`src/sv/ddo_pkg.sv`:
```
// ----------------------------------------------------------------------------
// ddo_pkg
// Shared types, constants and the arctangent table for the odometry block.
// ----------------------------------------------------------------------------
`default_nettype none

package ddo_pkg;

  localparam logic signed [33:0] PI_Q      = 34'sd843314857;
  localparam logic signed [33:0] TWO_PI_Q  = 34'sd1686629714;
  localparam logic signed [33:0] HALF_PI_Q = 34'sd421657428;
  localparam logic signed [33:0] GAIN_Q30  = 34'sd652032874;
  localparam logic [55:0]        CAP_POS   = 56'h7F_FFFF_FFFF;
  localparam logic [55:0]        CAP_ANG   = 56'h7FFF_FFFF;

  localparam logic [1:0] REG_DIST_PER_TICK = 2'd0;
  localparam logic [1:0] REG_INV_TRACK     = 2'd1;
  localparam logic [1:0] REG_RATE          = 2'd2;

  typedef enum logic [3:0] {
    S_IDLE, S_DISPATCH, S_RESYNC, S_MLOAD, S_MLO, S_MHI, S_MACC, S_MFIN,
    S_MID, S_WRAP_MID, S_FOLD, S_ROT, S_POSE, S_WRAP_TH, S_THSTORE, S_FINISH
  } state_t;

  typedef enum logic [3:0] {
    DP_NOP, DP_CAPTURE, DP_MLOAD, DP_MLO, DP_MHI, DP_MACC, DP_MFIN, DP_MID,
    DP_WRAP, DP_FOLD, DP_ROT, DP_POSE, DP_THSTORE, DP_RESYNC, DP_OUT
  } dp_cmd_t;

  typedef enum logic [2:0] {
    MOP_DR, MOP_DL, MOP_DTH, MOP_DX, MOP_DY, MOP_VX, MOP_VY, MOP_OM
  } mop_t;

  typedef struct packed {
    dp_cmd_t    cmd;
    mop_t       op;
    logic [4:0] iter;
  } ctl_cmd_t;

  typedef struct packed {
    logic act;
    logic wrap_out;
  } ctl_sts_t;

  typedef struct packed {
    logic [31:0] dist_per_tick;
    logic [31:0] inv_track;
    logic [15:0] rate;
  } cfg_t;

  function automatic logic [31:0] atan_val(input logic [4:0] idx);
    logic [31:0] v;
    unique case (idx)
      5'd0:  v = 32'd210828714;
      5'd1:  v = 32'd124459457;
      5'd2:  v = 32'd65760959;
      5'd3:  v = 32'd33381290;
      5'd4:  v = 32'd16755422;
      5'd5:  v = 32'd8385879;
      5'd6:  v = 32'd4193963;
      5'd7:  v = 32'd2097109;
      5'd8:  v = 32'd1048571;
      5'd9:  v = 32'd524287;
      5'd10: v = 32'd262144;
      5'd11: v = 32'd131072;
      5'd12: v = 32'd65536;
      5'd13: v = 32'd32768;
      5'd14: v = 32'd16384;
      5'd15: v = 32'd8192;
      5'd16: v = 32'd4096;
      5'd17: v = 32'd2048;
      5'd18: v = 32'd1024;
      5'd19: v = 32'd512;
      5'd20: v = 32'd256;
      5'd21: v = 32'd128;
      5'd22: v = 32'd64;
      5'd23: v = 32'd32;
      5'd24: v = 32'd16;
      5'd25: v = 32'd8;
      5'd26: v = 32'd4;
      5'd27: v = 32'd2;
      5'd28: v = 32'd1;
      default: v = 32'd0;
    endcase
    return v;
  endfunction

endpackage

`default_nettype wire

```
`src/sv/ddo_ctrl.sv`:
```
// ----------------------------------------------------------------------------
// ddo_ctrl
// Sequencer: steps the datapath through multiplies, cordic and wrapping.
// ----------------------------------------------------------------------------
`default_nettype none

module ddo_ctrl #(
  parameter int CORDIC_STEPS = 24
) (
  input  wire                 clk,
  input  wire                 rst,
  input  wire                 in_valid,
  output logic                in_ready,
  output logic                out_valid,
  input  wire                 out_ready,
  input  ddo_pkg::ctl_sts_t   sts,
  output ddo_pkg::ctl_cmd_t   cmd
);

  localparam int NSTEPS = (CORDIC_STEPS > 32) ? 32 : CORDIC_STEPS;
  localparam int IW     = (NSTEPS > 1) ? $clog2(NSTEPS) : 1;
  localparam logic [IW-1:0] ITER_LAST = IW'(NSTEPS - 1);

  ddo_pkg::state_t state, state_next;
  ddo_pkg::mop_t   op, op_next;
  logic [IW-1:0]   iter, iter_next;
  logic            out_load;

  always_ff @(posedge clk) begin
    if (rst) begin
      state     <= ddo_pkg::S_IDLE;
      op        <= ddo_pkg::MOP_DR;
      iter      <= '0;
      out_valid <= 1'b0;
    end else begin
      state <= state_next;
      op    <= op_next;
      iter  <= iter_next;
      if (out_load) begin
        out_valid <= 1'b1;
      end else if (out_ready) begin
        out_valid <= 1'b0;
      end
    end
  end

  // next state
  always_comb begin
    state_next = state;
    op_next    = op;
    iter_next  = iter;
    unique case (state)
      ddo_pkg::S_IDLE: begin
        if (in_valid) state_next = ddo_pkg::S_DISPATCH;
      end
      ddo_pkg::S_DISPATCH: begin
        if (sts.act) begin
          state_next = ddo_pkg::S_RESYNC;
        end else begin
          state_next = ddo_pkg::S_MLOAD;
          op_next    = ddo_pkg::MOP_DR;
        end
      end
      ddo_pkg::S_RESYNC: state_next = ddo_pkg::S_FINISH;
      ddo_pkg::S_MLOAD:  state_next = ddo_pkg::S_MLO;
      ddo_pkg::S_MLO:    state_next = ddo_pkg::S_MHI;
      ddo_pkg::S_MHI:    state_next = ddo_pkg::S_MACC;
      ddo_pkg::S_MACC:   state_next = ddo_pkg::S_MFIN;
      ddo_pkg::S_MFIN: begin
        unique case (op)
          ddo_pkg::MOP_DR: begin
            state_next = ddo_pkg::S_MLOAD;
            op_next    = ddo_pkg::MOP_DL;
          end
          ddo_pkg::MOP_DL: begin
            state_next = ddo_pkg::S_MLOAD;
            op_next    = ddo_pkg::MOP_DTH;
          end
          ddo_pkg::MOP_DTH: state_next = ddo_pkg::S_MID;
          ddo_pkg::MOP_DX: begin
            state_next = ddo_pkg::S_MLOAD;
            op_next    = ddo_pkg::MOP_DY;
          end
          ddo_pkg::MOP_DY: state_next = ddo_pkg::S_POSE;
          ddo_pkg::MOP_VX: begin
            state_next = ddo_pkg::S_MLOAD;
            op_next    = ddo_pkg::MOP_VY;
          end
          ddo_pkg::MOP_VY: begin
            state_next = ddo_pkg::S_MLOAD;
            op_next    = ddo_pkg::MOP_OM;
          end
          ddo_pkg::MOP_OM: state_next = ddo_pkg::S_FINISH;
          default:         state_next = ddo_pkg::S_FINISH;
        endcase
      end
      ddo_pkg::S_MID: state_next = ddo_pkg::S_WRAP_MID;
      ddo_pkg::S_WRAP_MID: begin
        if (!sts.wrap_out) state_next = ddo_pkg::S_FOLD;
      end
      ddo_pkg::S_FOLD: begin
        state_next = ddo_pkg::S_ROT;
        iter_next  = '0;
      end
      ddo_pkg::S_ROT: begin
        if (iter == ITER_LAST) begin
          state_next = ddo_pkg::S_MLOAD;
          op_next    = ddo_pkg::MOP_DX;
          iter_next  = '0;
        end else begin
          iter_next = iter + 1'b1;
        end
      end
      ddo_pkg::S_POSE: state_next = ddo_pkg::S_WRAP_TH;
      ddo_pkg::S_WRAP_TH: begin
        if (!sts.wrap_out) state_next = ddo_pkg::S_THSTORE;
      end
      ddo_pkg::S_THSTORE: begin
        state_next = ddo_pkg::S_MLOAD;
        op_next    = ddo_pkg::MOP_VX;
      end
      ddo_pkg::S_FINISH: begin
        if (!out_valid || out_ready) state_next = ddo_pkg::S_IDLE;
      end
      default: state_next = ddo_pkg::S_IDLE;
    endcase
  end

  // outputs
  always_comb begin
    cmd.cmd  = ddo_pkg::DP_NOP;
    cmd.op   = op;
    cmd.iter = 5'(iter);
    in_ready = 1'b0;
    out_load = 1'b0;
    unique case (state)
      ddo_pkg::S_IDLE: begin
        in_ready = 1'b1;
        if (in_valid) cmd.cmd = ddo_pkg::DP_CAPTURE;
      end
      ddo_pkg::S_DISPATCH: cmd.cmd = ddo_pkg::DP_NOP;
      ddo_pkg::S_RESYNC:   cmd.cmd = ddo_pkg::DP_RESYNC;
      ddo_pkg::S_MLOAD:    cmd.cmd = ddo_pkg::DP_MLOAD;
      ddo_pkg::S_MLO:      cmd.cmd = ddo_pkg::DP_MLO;
      ddo_pkg::S_MHI:      cmd.cmd = ddo_pkg::DP_MHI;
      ddo_pkg::S_MACC:     cmd.cmd = ddo_pkg::DP_MACC;
      ddo_pkg::S_MFIN:     cmd.cmd = ddo_pkg::DP_MFIN;
      ddo_pkg::S_MID:      cmd.cmd = ddo_pkg::DP_MID;
      ddo_pkg::S_WRAP_MID: cmd.cmd = ddo_pkg::DP_WRAP;
      ddo_pkg::S_FOLD:     cmd.cmd = ddo_pkg::DP_FOLD;
      ddo_pkg::S_ROT:      cmd.cmd = ddo_pkg::DP_ROT;
      ddo_pkg::S_POSE:     cmd.cmd = ddo_pkg::DP_POSE;
      ddo_pkg::S_WRAP_TH:  cmd.cmd = ddo_pkg::DP_WRAP;
      ddo_pkg::S_THSTORE:  cmd.cmd = ddo_pkg::DP_THSTORE;
      ddo_pkg::S_FINISH: begin
        if (!out_valid || out_ready) begin
          cmd.cmd  = ddo_pkg::DP_OUT;
          out_load = 1'b1;
        end
      end
      default: cmd.cmd = ddo_pkg::DP_NOP;
    endcase
  end

endmodule

`default_nettype wire

```
`config.mk`:
```
export PLATFORM = sky130hd
export DESIGN_NAME = ddo_ctrl
export DESIGN_NICKNAME = d
export VERILOG_FILES = /design/src/sv/ddo_pkg.sv /design/src/sv/ddo_ctrl.sv
export SDC_FILE = /design/constraint.sdc
export NUM_CORES = 1
export LEC_CHECK = 0
export BUFFER_PORTS_ARGS = -buffer_cell sky130_fd_sc_hd__buf_2
export CORE_AREA = 2 2 53 55
export CTS_BUF_LIST = sky130_fd_sc_hd__clkbuf_16
export DETAILED_ROUTE_END_ITERATION = 16
export DIE_AREA = 0 0 55 57
export GPL_TIMING_DRIVEN = 0
export PLACE_DENSITY = 0.72
export SLEW_MARGIN = 20
export SYNTH_ARGS = -nofsm -noshare
export SYNTH_HDL_FRONTEND = slang
export SYNTH_SLANG_ARGS = --single-unit
```
`constraint.sdc`:
```
create_clock -name clk -period 1.36 [get_ports clk]
set_input_delay 0.068 -clock clk [delete_from_list [all_inputs] [get_ports clk]]
set_output_delay 0.068 -clock clk [all_outputs]
set_load 0.05 [all_outputs]
```
==> run summary <==
Port Buffers -> 19
max_cap viols -> 0
Combinational Power Share -> 0.739
Synth Area in Compound Gates -> 0.304
Clock Sink Count -> 13
CP bufs+invs -> 1
gr ovfl total -> 0
ys async rst share -> 0
TritonRoute pass-1 iters -> 4
Unique masters post-synth -> 45
sequential area share after synthesis -> 0.269
Final Non-Filler Cells -> 210
Max VDD drop -> 0.00214 V
flop2flop setup slack -> -0.19 ns
CP Launch Type -> register
gpl congestion -> 0.874
Final nets -> 187
Initial DRC Count -> 43
Hold Fails Final Rpt -> 0
root buf cell -> clkbuf_16
Simple-Gate Fraction of Synth Area -> 0.318
Fin Hold WS -> 0.164 ns
CP Capture Type -> register
Final WS setup -> -0.187 ns
RSZ-0062 raised after global routing -> yes
Hold Crit Class -> input port to register
YS warnings -> 0
Cell Chain, Critical Path -> buf_6, nor2_1, nand3b_1, and3_2, a311oi_1
Fmax -> 646 MHz
clk buf depth -> 2
H-tree levels -> 1
Die X -> 55 um
power density over cell area -> 2380 nW/um2
drt via density -> 5.92
met1 Use GR -> 0.279
core area -> 2620 um2
hold_buf cts -> 0
Max-slew headroom -> 0.644
sequential share of power -> 0.132
met2 Use GR -> 0.401
Remaining DRCs -> 0
delay-heaviest family, CP -> simple AND/OR/NAND/NOR gates
final worst-path cycle share -> 1.14
top cells by count, synth -> dfxtp_1 (13), nand2_1 (13), nor2_1 (10)
GRT busiest layer -> met2
adder-cell share of the synthesized area -> 0.0129
top_reg_cell synth -> dfxtp_1
Mapped Cells -> 129
n_diodes -> 0
I/O Pins -> 20
initial core utilization -> 0.370
Syn Nets -> 136
Tightest Pin Transition -> 0.534 ns
power share of the clock group -> 0.130
NetSw -> 1850 uW
crit path DAT -> 1.69 ns
area fraction of the dominant cell type after synthesis -> 0.269
Util after Layout -> 0.677
worst stage delay on the critical path -> 0.36 ns
combinational family with the most area after synthesis -> simple AND/OR/NAND/NOR gates
Post-Synth XOR/XNOR Area -> 0.00906
first-pass GRT wire length -> 5450 um
Max Slew Vio Count -> 0
routed wire length -> 3460 um
violated checks -> setup timing
Post-synth EDFFs -> 0
outcome -> finished, violations left
dpl ws -> -0.156 ns
largest net degree at the start of global routing -> 11
WS Path Type -> register to register
TritonCTS Buffers -> 3
Final Setup Violations -> 12
Die H -> 57 um
Wirelength per Cell -> 16.5 um
syn_area_per_cell -> 7.50 um2
Netlist Area Pre-Place -> 967 um2
Internal Power -> 2370 uW
site row count -> 19
vias post-DR -> 1243
Req. time, crit path -> 1.50 ns
DIE AREA -> 3140 um2
initial antenna violation count -> 0
ranking of synthesized cells by area -> dfxtp_1 (27%), nand2_1 (5.0%), a21oi_1 (4.1%), nor2_1 (3.9%), nand3_1 (3.6%)
Worst-path clk slew -> 0.05 ns
vias in the first global route -> 1213
Synth Register Bits -> 13
share of cells above drive strength 1 -> 0.581
CP max stage cell -> dfxtp_4
post-route cell area -> 1770 um2
Final ANT Viol Nets -> 0
Synth area leader -> dfxtp_1
gr usage total -> 0.234
sw frac -> 0.439
GR met3 Demand/Resource -> 0.0314
worst skew pair latency -> 0.24 ns
hpwl dp -> 2030 um
Tmin final -> 1.55 ns
crit-path max FO -> 8
Placed Area -> 1250 um2
Inst Count DP -> 179
clock skew -> 0.00364 ns
P&R area growth vs syn -> 83.1%
TritonCTS clock tree -> done
mux cell area share after synthesis -> 0.0207
LEAKAGE -> 0.000709 uW
worst register-to-register path: cells and delay by family (launching register included):
kind            cells  cell delay, ns
simple gates        3            0.70
flops               1            0.36
compound gates      1            0.25
buf+inv             1            0.14
registers in the layout (all words and copies together), names as in the netlist:
name	count
op	3
out_valid	1
state	4
iter	5
timing repair:
action                     CTS  global route
cloned                       1             1
resized for setup           35            25
setup endpoints to repair   14            17
pin swaps                    7            15
buffers inserted            19             7
metrics by stage:
| stage | total power, uW | setup TNS, ns |
|---|---|---|
| 6_report | 4220 | -1.54 |
| 5_1_grt | 4420 | -2.07 |
| 4_1_cts | 3810 | -0.915 |
| 3_5_place_dp | 2540 | -0.979 |
| 3_3_place_gp | 2500 | -0.633 |
| 2_1_floorplan | 2180 | -0.432 |
worst paths after layout:
path                   from         to  cells past startpoint
setup / recovery   state[0]   state[3]                      5
hold reg to reg     iter[0]    iter[0]                      1
hold / removal    out_ready  out_valid                      4
setup reg to reg   state[0]   state[3]                      5
kinds of logic (layout without fill, tap and decap cells):
| family | after synthesis | in the layout |
|---|---|---|
| multiplexers | 2 | 2 |
| AND/OR/NAND/NOR | 56 | 56 |
| XOR/XNOR | 1 | 1 |
| flip-flops | 13 | 13 |
| adder cells (fa/ha/maj) | 1 | 1 |
| buffers and inverters | 14 | 64 |
| AO/OA/AOI/OAI | 42 | 42 |
per-layer routing:
layer,up-vias,share of wire,wire (um)
met3,14,0.045,156
met1,590,0.40,1370
met5,-,0,0
met2,57,0.52,1810
li1,582,-,-
met4,0,0.035,121
cells in the final DEF, fill, tap and decap left out, drive strengths merged, types with 2 or more instances in the layout:
master,n
a211oi,2
a21boi,3
a21o,3
a21oi,8
a22oi,2
a311oi,3
a31o,2
a31oi,4
and4b,3
buf,54
clkbuf,6
dfxtp,13
inv,4
mux2i,2
nand2,13
nand2b,3
nand3,7
nand3b,3
nand4b,2
nor2,10
nor2b,4
nor3,4
nor4,2
o21ai,5
o2bb2ai,2
layout make-up:
type                       instances  area, um2
buffer                            11        148
clock buffer                       3       75.1
clock inverter                     1       3.75
fill                             196        845
inverter                           3       11.3
multi-input combinational        102        836
sequential                        13        292
tap                               31       38.8
timing repair buffer              46        367
power by group through the flow:
| stage | Combinational [uW] | Sequential, uW | Clock, uW |
|---|---|---|---|
| finish | 3120 | 556 | 548 |
| CTS | 2720 | 534 | 556 |
| global placement | 1990 | 506 | 0 |
| detailed placement | 2020 | 515 | 0 |
| global route | 3280 | 558 | 575 |
| floorplan | 1680 | 500 | 0 |
(Power assumes the default switching activity.)
